<file path="config.mk">
export PLATFORM = sky130hd
export DESIGN_NAME = pmbt_mul
export DESIGN_NICKNAME = d
export VERILOG_FILES = /design/src/hdl/per_cell_mlp_backprop_trainer_defines.svh /design/src/hdl/pmbt_mul.sv
export SDC_FILE = /design/constraint.sdc
export NUM_CORES = 2
export LEC_CHECK = 0
export ABC_AREA = 1
export BUFFER_PORTS_ARGS = -buffer_cell sky130_fd_sc_hd__buf_2
export CAP_MARGIN = 40
export CORE_ASPECT_RATIO = 1.2
export CORE_UTILIZATION = 35
export CTS_BUF_LIST = sky130_fd_sc_hd__clkbuf_16
export DETAILED_ROUTE_END_ITERATION = 10
export GPL_TIMING_DRIVEN = 0
export HOLD_SLACK_MARGIN = 0.1
export PLACE_DENSITY = 0.47
export SYNTH_ARGS = -nofsm -noshare
export SYNTH_HDL_FRONTEND = slang
export SYNTH_SLANG_ARGS = --single-unit
</file>
<file path="constraint.sdc">
create_clock -name clk -period 10.1 [get_ports clk]
set_clock_uncertainty 0.05 [all_clocks]
set_input_delay 0.505 -clock clk [delete_from_list [all_inputs] [get_ports clk]]
set_output_delay 0.505 -clock clk [all_outputs]
set_load 0.005 [all_outputs]
</file>
<file path="src/hdl/per_cell_mlp_backprop_trainer_defines.svh">
// Assertion macros shared by the trainer RTL.
`ifndef PER_CELL_MLP_BACKPROP_TRAINER_DEFINES_SVH
`define PER_CELL_MLP_BACKPROP_TRAINER_DEFINES_SVH

// Consequent checked in the same cycle as the antecedent.
`define PMBT_ASSERT_SAME(label, clk, rst_n, ante, cons) \
	label: assert property (@(posedge clk) disable iff (!rst_n) (ante) |-> (cons)) \
		else $error("pmbt assertion failed");

// Consequent checked in the cycle after the antecedent.
`define PMBT_ASSERT_NEXT(label, clk, rst_n, ante, cons) \
	label: assert property (@(posedge clk) disable iff (!rst_n) (ante) |=> (cons)) \
		else $error("pmbt assertion failed");

`endif

</file>
<file path="src/hdl/pmbt_mul.sv">
// Shared signed 33x33 multiplier with registered product.
module pmbt_mul (
	input  logic               clk,
	input  logic signed [32:0] a,
	input  logic signed [32:0] b,
	output logic signed [65:0] p
);

	always_ff @(posedge clk) begin
		p <= a * b;
	end

endmodule
</file>
==> results.md <==
* Most used flip-flop cell after synthesis: dfxtp_1
* Critical path required time at 10.27 ns
* Fraction of registers with async set or reset after synthesis at 0
* Final setup violation count at 0
* Achievable Freq at 112 MHz
* Clock tree sinks at 66
* Average wire per cell in the routed design at 25.0 µm
* Dominant combinational cell family by area after synthesis: adder cells
* Cell types with the largest area share after synthesis: fa_1 53%, inv_1 16%, nand2_1 13%, ha_1 6.3%, dfxtp_1 3.1%
* Pin count of the biggest net entering global routing at 17
* Transition time at the pin with the least slew margin at 0.981 ns
* Setup WS post-layout at 1.19 ns
* Setup fix buffers added after clock tree synthesis at 0
* Total detailed-routing wirelength at 185 mm
* Most numerous cell types in the synthesized netlist: 1894 x inv_1, 1517 x nand2_1, 1145 x fa_1
* Number of buffers added on ports at 67
* Core Util, Final at 0.392
* Average footprint of a synthesized cell at 7.79 µm²
* Hold Path Stages at 3
* Drt first pass iters at 5
* Die outline area at 125000 µm²
* Global placer's final weighted congestion at 0.986
* Vias after detailed routing at 35300
* Xor-xnor portion of the synthesized cell area at 0.00832
* Number of remaining DRC errors at 0
* Worst max-slew margin expressed relative to the limit at 0.346
* DP HPWL at 167 mm
* Fraction of the mapped netlist area in compound gates at 0.0138
* Final number of max-transition violations at 0
* Wire length of the first global-routing pass at 268 mm
* Leading cell type by number of instances after synthesis: inv_1
* Net count of the finished layout at 7196
* Count of cells resized by post-cts repair at 0
* Clock buffer count from CTS at 9
* Total standard cell area after synthesis at 43200 µm²
* Number of distinct library cells after synthesis at 35
* Data arrival time of the critical path at 9.08 ns
* Drt first-iter violations at 2693
* FP Rows at 140
* Horizontal die dimension at 323 µm
* Global routing usage summed across all routing layers at 0.307
* Drt via density at 4.76
* Min cycle time layout at 8.91 ns
* Fraction of post-synthesis cell area in the top cell type by area at 0.531
* Setup repair after global routing missed its margin: no
* Total of flip-flops plus latches after synthesis at 66
* Maximum level of the CTS H-tree at 3
* Critical path type: input pin to flip-flop
* Instance count of the mapped netlist at 5543
* Hold buffer count at cts at 0
* Registers with the highest flip-flop counts: p: 66 flops
* CP max FO at 10
* Number of hold-slack violations in the final timing report at 0
* Number of primary I/O pins at 133
* Startpoint types: input pin
* Area Growth Syn to Fin at 10.8%
* Clock tree from TritonCTS: yes
* Post-detailed-route count of antenna-violating nets at 0
* Adder and majority cell fraction of the synthesized area at 0.594
* Share of synthesized area occupied by flip-flops and latches at 0.0306
* DIE HEIGHT at 387 µm
* Core Box Area at 122000 µm²
* Status: complete, no violations
* GRT Residual Overflow at 0
* # Max-Cap Violations at 0
* Number of nets produced by synthesis at 6972
* Initial core utilization at 0.354
* Max Root-Sink Buffers at 2
* Root buf cell: clkbuf_16
* Multiplexer share of the synthesized area at 0
* Worst Hold Class: input pin to flip-flop
* Dominant cell type by area after synthesis: fa_1
* Number of antenna violations at the first check in global routing at 8
* Pre-CTS worst setup slack at 0.761 ns
* Via count of the first global-routing pass at 38400
* Most flop-heavy register: p
* Total of warnings raised by yosys at 0
* Final cycle utilization of the critical path at 0.882
* Endpoint class of the critical path: flip-flop
* Largest register FFs at 66
* Worst-path clk slew at 0.06 ns
* Fraction of the mapped netlist area in simple logic gates at 0.166
* Ratio of cells with drive above 1 in the final layout at 0.0509
* Number of enable flip-flop cells after synthesis at 0
metal layers:
metal / routed length (µm) / part of all wire / vias to the layer above / GRT usage
met2: 90700 / 0.49 / 1236 / 0.531
met1: 69500 / 0.38 / 18200 / 0.367
met3: 11400 / 0.061 / 397 / 0.0388
met5: 63 / 0.00034 / - / 0
li1: - / - / 15500 / -
met4: 13400 / 0.072 / 8 / 0.174
critical path, cell delays in order:
cell	delay, ns
clkbuf_1	0.45
clkbuf_1	0.69
nand2_1	0.36
fa_1	0.79
fa_1	0.71
fa_1	0.78
inv_1	0.34
fa_1	0.50
fa_1	0.55
inv_1	0.06
fa_1	0.59
inv_1	0.07
fa_1	0.50
inv_1	0.05
fa_1	0.47
inv_1	0.04
ha_1	0.37
inv_1	0.09
nor3_1	0.31
nand2_1	0.17
nor4_1	0.25
nand2_1	0.20
nand3_1	0.12
nand2_1	0.07
final cells by class:
cell class,count,area [µm²]
Inverter,1895,7110
Timing Repair Buffer,213,2290
Sequential cell,66,1320
Multi-Input combinational cell,3319,33800
Fill cell,13000,74100
Buffer,263,991
Tap cell,1633,2040
Clock buffer,9,225
Antenna cell,8,20.0
Clock inverter,7,76.3
kinds of logic after synthesis:
logic type,count (synthesis)
and+or+nand+nor,1810
buffers and inverters,2158
xor gates and xnor gates,41
DFF,66
adders and majority gates,1362
AOI/OAI and AO/OA,106
cell usage in the layout, fill, tap and decap left out, types with 2 or more instances in the layout:
master	netlist	layout
a21o_1	2	2
nand3_1	70	70
nand2_2	17	17
nand4_1	19	19
buf_16	0	2
and2_1	2	2
ha_1	217	217
xnor2_1	4	4
nor2_4	3	3
nor3_1	7	7
a21oi_2	4	4
diode_2	0	8
buf_2	0	67
or2_2	5	5
inv_1	1894	1894
clkbuf_16	0	9
fa_1	1145	1144
nor2_1	131	131
nand2_1	1517	1517
xor2_1	37	37
nand3b_1	3	3
nor2_2	20	20
clkbuf_2	0	3
o21bai_1	14	14
a21oi_1	61	61
o21ai_1	3	3
nor4_1	4	4
o21ai_0	19	19
dfxtp_1	66	66
buf_6	0	70
buf_8	0	74
nand3_2	8	8
inv_6	0	2
clkbuf_1	262	259
clkinvlp_4	0	2
stage by stage:
step,TNS [ns],cells,area [µm²],hold slack [ns]
2_1_floorplan,0,5543,43200,0.719
3_3_place_gp,-0.0250,7243,45600,0.833
3_5_place_dp,0,7389,47500,0.833
4_1_cts,0,7405,47800,0.658
5_1_grt,0,7406,47800,0.656
6_report,0,7413,47800,0.642
final timing paths:
kind,from,slack [ns],endpoint
max,a[32],1.19,p[64]
min,a[0],0.64,p[0]
Power is not shown: default switching activity piles up to over one toggle a cycle in this logic, so the estimate is an artifact.
